--- src/hdl/mmb_pkg.sv ---
// ----------------------------------------------------------------------------
// Member mailbox package
// Shared widths, codes and controller/datapath interface types.
// ----------------------------------------------------------------------------
package mmb_pkg;

	localparam int PID_W     = 16;
	localparam int MODE_W    = 3;
	localparam int STATUS_W  = 2;
	localparam int VALUE_W   = 7;
	localparam int WORD_W    = 64;

	localparam int IN_CALLER_LSB = 0;
	localparam int IN_PEER_LSB   = PID_W;
	localparam int IN_WORD_LSB   = 2 * PID_W;
	localparam int IN_DATA_W     = 96;
	localparam int IN_USER_W     = 4;
	localparam int IN_BCAST_BIT  = MODE_W;
	localparam int OUT_USED_W    = STATUS_W + VALUE_W + PID_W + WORD_W;
	localparam int OUT_DATA_W    = 96;

	localparam int DEF_MEMBER_SLOTS = 8;
	localparam int DEF_STORE_DEPTH  = 64;
	localparam int DEF_PID_BITS     = 16;

	typedef enum logic [MODE_W-1:0] {
		MODE_CREATE = 3'd0,
		MODE_SEND   = 3'd1,
		MODE_RECV   = 3'd2,
		MODE_BLOCK  = 3'd3,
		MODE_JOIN   = 3'd4,
		MODE_LEAVE  = 3'd5
	} mode_t;

	typedef enum logic [STATUS_W-1:0] {
		ST_OK      = 2'd0,
		ST_INVALID = 2'd1,
		ST_FULL    = 2'd2
	} status_t;

	typedef enum logic [3:0] {
		S_IDLE,
		S_FIND,
		S_EXEC,
		S_BC_COUNT,
		S_BC_CHECK,
		S_BC_SEND,
		S_RX_SCAN,
		S_RX_SHIFT,
		S_DONE
	} ctl_state_t;

	typedef struct packed {
		logic    take_in;
		logic    find;
		logic    do_create;
		logic    do_direct;
		logic    do_block;
		logic    do_join;
		logic    do_leave;
		logic    bc_start;
		logic    bc_count;
		logic    bc_rewind;
		logic    bc_send;
		logic    scan_start;
		logic    scan_step;
		logic    shift_step;
		logic    shift_done;
		logic    set_status;
		status_t code;
		logic    load_out;
	} mmb_cmd_t;

	typedef struct packed {
		logic [MODE_W-1:0] mode;
		logic              bcast;
		logic              me_ok;
		logic              other_ok;
		logic              direct_blocked;
		logic              store_full;
		logic              bc_fits;
		logic              total_zero;
		logic              total_full;
		logic              walk_last;
		logic              scan_hit;
		logic              scan_end;
		logic              shift_end;
		logic              out_free;
	} mmb_sts_t;

endpackage

--- src/hdl/mmb_ctrl.sv ---
// ----------------------------------------------------------------------------
// Member mailbox controller
// Sequences each request through search, dispatch, walks and result hand-off.
// ----------------------------------------------------------------------------
module mmb_ctrl (
	input  logic             clk,
	input  logic             arst_n,
	input  logic             s_tvalid,
	output logic             s_tready,
	input  mmb_pkg::mmb_sts_t sts,
	output mmb_pkg::mmb_cmd_t cmd
);
	import mmb_pkg::*;

	ctl_state_t state_q;
	ctl_state_t state_nxt;

	always_ff @(posedge clk or negedge arst_n) begin
		if (!arst_n) begin
			state_q <= S_IDLE;
		end else begin
			state_q <= state_nxt;
		end
	end

	assign s_tready = (state_q == S_IDLE);

	always_comb begin
		state_nxt = state_q;
		cmd       = '0;
		cmd.code  = ST_OK;
		case (state_q)
			S_IDLE: begin
				if (s_tvalid) begin
					cmd.take_in = 1'b1;
					state_nxt   = S_FIND;
				end
			end
			S_FIND: begin
				cmd.find  = 1'b1;
				state_nxt = S_EXEC;
			end
			S_EXEC: begin
				state_nxt = S_DONE;
				case (sts.mode)
					MODE_CREATE: begin
						cmd.do_create = 1'b1;
					end
					MODE_SEND: begin
						if (!sts.me_ok) begin
							cmd.set_status = 1'b1;
							cmd.code       = ST_INVALID;
						end else if (sts.bcast) begin
							cmd.bc_start = 1'b1;
							state_nxt    = S_BC_COUNT;
						end else if (!sts.other_ok || sts.direct_blocked) begin
							cmd.set_status = 1'b1;
							cmd.code       = ST_INVALID;
						end else if (sts.store_full) begin
							cmd.set_status = 1'b1;
							cmd.code       = ST_FULL;
						end else begin
							cmd.do_direct = 1'b1;
						end
					end
					MODE_RECV: begin
						if (!sts.me_ok) begin
							cmd.set_status = 1'b1;
							cmd.code       = ST_INVALID;
						end else begin
							cmd.scan_start = 1'b1;
							state_nxt      = S_RX_SCAN;
						end
					end
					MODE_BLOCK: begin
						if (!sts.me_ok || !sts.other_ok) begin
							cmd.set_status = 1'b1;
							cmd.code       = ST_INVALID;
						end else begin
							cmd.do_block = 1'b1;
						end
					end
					MODE_JOIN: begin
						if (sts.total_zero) begin
							cmd.set_status = 1'b1;
							cmd.code       = ST_INVALID;
						end else if (sts.total_full) begin
							cmd.set_status = 1'b1;
							cmd.code       = ST_FULL;
						end else begin
							cmd.do_join = 1'b1;
						end
					end
					MODE_LEAVE: begin
						if (!sts.me_ok) begin
							cmd.set_status = 1'b1;
							cmd.code       = ST_INVALID;
						end else begin
							cmd.do_leave = 1'b1;
						end
					end
					default: begin
						cmd.set_status = 1'b1;
						cmd.code       = ST_INVALID;
					end
				endcase
			end
			S_BC_COUNT: begin
				cmd.bc_count = 1'b1;
				if (sts.walk_last) begin
					state_nxt = S_BC_CHECK;
				end
			end
			S_BC_CHECK: begin
				if (sts.bc_fits) begin
					cmd.bc_rewind = 1'b1;
					state_nxt     = S_BC_SEND;
				end else begin
					cmd.set_status = 1'b1;
					cmd.code       = ST_FULL;
					state_nxt      = S_DONE;
				end
			end
			S_BC_SEND: begin
				cmd.bc_send = 1'b1;
				if (sts.walk_last) begin
					state_nxt = S_DONE;
				end
			end
			S_RX_SCAN: begin
				cmd.scan_step = 1'b1;
				if (sts.scan_hit) begin
					state_nxt = S_RX_SHIFT;
				end else if (sts.scan_end) begin
					state_nxt = S_DONE;
				end
			end
			S_RX_SHIFT: begin
				if (sts.shift_end) begin
					cmd.shift_done = 1'b1;
					state_nxt      = S_DONE;
				end else begin
					cmd.shift_step = 1'b1;
				end
			end
			S_DONE: begin
				if (sts.out_free) begin
					cmd.load_out = 1'b1;
					state_nxt    = S_IDLE;
				end
			end
			default: begin
				state_nxt = S_IDLE;
			end
		endcase
	end

endmodule

--- config.mk ---
export PLATFORM = sky130hd
export DESIGN_NAME = mmb_ctrl
export DESIGN_NICKNAME = d
export VERILOG_FILES = /design/src/hdl/mmb_pkg.sv /design/src/hdl/mmb_ctrl.sv
export SDC_FILE = /design/constraint.sdc
export NUM_CORES = 1
export LEC_CHECK = 0
export BUFFER_PORTS_ARGS = -buffer_cell sky130_fd_sc_hd__buf_4
export CAP_MARGIN = 20
export CORE_MARGIN = 3
export CORE_UTILIZATION = 30
export CTS_CLUSTER_DIAMETER = 50
export DETAILED_ROUTE_END_ITERATION = 8
export PLACE_DENSITY = 0.66
export SKIP_LAST_GASP = 1
export SLEW_MARGIN = 20
export SYNTH_ARGS = -nofsm -noshare
export SYNTH_HDL_FRONTEND = slang
export SYNTH_SLANG_ARGS = --single-unit
--- constraint.sdc ---
create_clock -name clk -period 2.1 [get_ports clk]
set_clock_uncertainty 0.15 [all_clocks]
set_input_delay 0.315 -clock clk [delete_from_list [all_inputs] [get_ports clk]]
set_output_delay 0.315 -clock clk [all_outputs]
set_load 0.1 [all_outputs]
==> metrics.yaml <==
status:
  status: "finished, violations left"
  violations: "negative setup slack"
worst_setup_path:
  r2r_end: "state_q[1]"
  cp-end-kind: "output pin"
  worst_r2r_path_depth: 8
  critPathLaunchType: "flop"
  crit_chain: "or4b_4 > or3_4 > clkinvlp_4 > buf_12"
  crit_family: "simple AND/OR/NAND/NOR gates"
  cp.required_ns: 1.63
  path_class: "flop to output pin"
  cp_max_fo: 5
  r2r_start: "state_q[3]"
  r2r_setup_slack_ns: 0.08
  cpMaxStageDelayCell: "or4b_4"
  crit_buf_inv: 2
  slowest_delay_ns: 0.58
  arrival_ns: 1.85
route:
  dr.pass1.iters: 4
  via_per_inst: 5.33
  wl_per_cell_um: 16.5
  drtAntennaViolNets: 0
  drc: 0
  routed_wl_um: 2860
  drt-initial-drc-count: 27
  vias: 922
finish:
  area_growth_pct: 155
  antenna_cells: 0
  fin_area_mm2: 0.00157
  largest_register_ffs: 4
  largestRegisters: "state_q: 4 flops"
  regMostFlops: "state_q"
  fillCellCount: 98
  final_common_cell: "buf_4"
  post-route-util: 0.861
  drive_gt1_frac: 0.662
  final_cell_mix: "buf_4, buf_12, buf_6"
  nets: 169
yosys:
  synth_nets: 106
  synthCells: 87
  ys.flop_type: "dfrtp_1"
  ys_ff_latch: 4
  yosys.area_share.simple: 0.446
  synth-compound-area-share: 0.224
  yosys.area_share.adder: 0
  yosys.cell_types.count: 38
  yosys_warnings: 0
  synth_edf_count: 0
  synthXorXnorAreaFrac: 0
  ys_seq_area_frac: 0.163
  synth_top_family_by_area: "simple AND/OR/NAND/NOR gates"
  syn_area_per_cell_um2: 7.06
  muxShareOfSynthArea: 0.0509
  async_reset_ff_frac: 1.00
  syn_area_um2: 614
timing:
  setup_tns_ns: -1.81
  max_freq_mhz: 432
  worst_slew_pin_slew_ns: 0.506
  setup_violations: 15
  rsz0062_at_grt: "true"
  slew_violations: 0
  hold_ws_ns: 0.148
  worst_slack_ns: -0.212
  fin_crit_ns: 2.31
  fin_crit_sh: 1.10
  slew_headroom: 0.663
  hold_viol_final: 0
cts:
  cts_tree: "built"
  insertion_delay_ns: 0.24
  clkTransAtPathRegs_ns: 0.04
  cts_num_sinks: 4
  htreeDepth: 1
  cts_buffers: 3
  clockBufferDepth: 2
  cts-root-buf: "clkbuf_4"
grt:
  antenna_found_initial: 0
  grt-busiest-layer: "met2"
  grt_use_met3: 0.0233
  grt.total_usage: 0.218
  grt-ovfl-total: 0
  grt_pass1_vias: 914
  grt_first_pass_wirelength_um: 4260
  grt_max_degree: 9
  gr-usage-met1: 0.262
  met2_usage: 0.397
job:
  maxCapViolations: 0
placement:
  dp_slack_ns: -0.0111
  port_buffers: 38
  post_dp_cell_area_mm2: 0.00124
  gp_congestion: 0.866
  dp_hpwl_um: 1810
pwr:
  p_leak_uw: 0.000699
  ir_drop_v: 0.00131
  powerDensity_mw_per_mm2: 1090
floorplanning:
  die_h_um: 51.3
  dieArea_mm2: 0.00263
  coreArea_mm2: 0.00182
  fp.dieW_um: 51.3
  start_util: 0.337
  ios: 39
  rows: 15
worst_hold_path:
  worstHoldStart: "sts[0]"
  hold_depth: 2
  worstHoldEndpoint: "state_q[3]"
  min_path_type: "input port to flop"
## cells by family after synthesis
kind of cell,after synthesis
AND/OR/NAND/NOR,45
multiplexers,3
flip-flops,4
AO/OA/AOI/OAI,21
buffers and inverters,14
## layer usage
metal  up-vias  share of wire
met5         -              0
met4         0         0.0052
met3         2          0.029
met2        26           0.54
met1       451           0.42
li1        443              -
## worst max-delay path by stage
stage                          start  endpoint  cells past startpoint
final                     state_q[3]    cmd[7]                      4
after global placement       sts[14]    cmd[2]                      7
after global routing      state_q[3]    cmd[7]                      4
after CTS                 state_q[3]    cmd[7]                      4
after detailed placement     sts[14]    cmd[2]                      7
after floorplan           state_q[0]   cmd[18]                      3
## where the power goes
group	total (µW)	leakage (µW)	internal, µW	switching (µW)
sequential	136	0.0000519	108	27.5
combinational	1480	0.000633	589	893
clock	96.6	0.0000138	64.0	32.6
total	1710	0.000699	761	953
## through the flow
step,instances,power [µW]
after global routing,173,1790
after detailed placement,162,1320
after CTS,167,1540
after floorplan,87,1110
after global placement,162,1310
final,173,1710
## layout make-up
class                   count  area, µm²  share of cell area
repair buffers             65        719               0.459
well taps                  25       31.3              0.0200
inverters                   7       30.0              0.0192
multi-input cells          69        664               0.424
clock buffers               3       22.5              0.0144
flip-flops and latches      4        100              0.0638
## cells in the mapped netlist (all sizes together) (2+ instances only)
| cell type | count | area [µm²] |
|---|---|---|
| o22ai | 2 | 12.5 |
| nor2b | 2 | 12.5 |
| or4b | 2 | 23.8 |
| buf | 3 | 30.0 |
| or2 | 2 | 12.5 |
| dfrtp | 4 | 100 |
| clkbuf | 4 | 15.0 |
| nor4 | 4 | 25.0 |
| nand3 | 2 | 10.0 |
| a21oi | 7 | 35.0 |
| nor4b | 2 | 17.5 |
| mux2i | 2 | 20.0 |
| nor3b | 3 | 22.5 |
| nor2 | 7 | 28.8 |
| inv | 7 | 26.3 |
| nand2 | 6 | 22.5 |
| nand2b | 4 | 25.0 |
| nor3 | 6 | 30.0 |
| o21ai | 4 | 20.0 |
## worst reg2reg max path: stages (launching register included)
cell     delay [ns]
dfrtp_1        0.38
buf_4          0.14
buf_6          0.11
buf_4          0.15
mux2_2         0.23
nor4_1         0.05
a21oi_1        0.22
nand2_1        0.16
a211o_1        0.31
## what timing repair did
item | 4_1_cts | 5_1_grt
gates resized for setup | 40 | 16
setup buffers | 1 | 6
pin swaps | 3 | 3
hold buffers | 1 | 0
endpoints found under the setup margin | 16 | 19
endpoints found under the hold margin | 4 | 0
(Power assumes the default switching activity.)
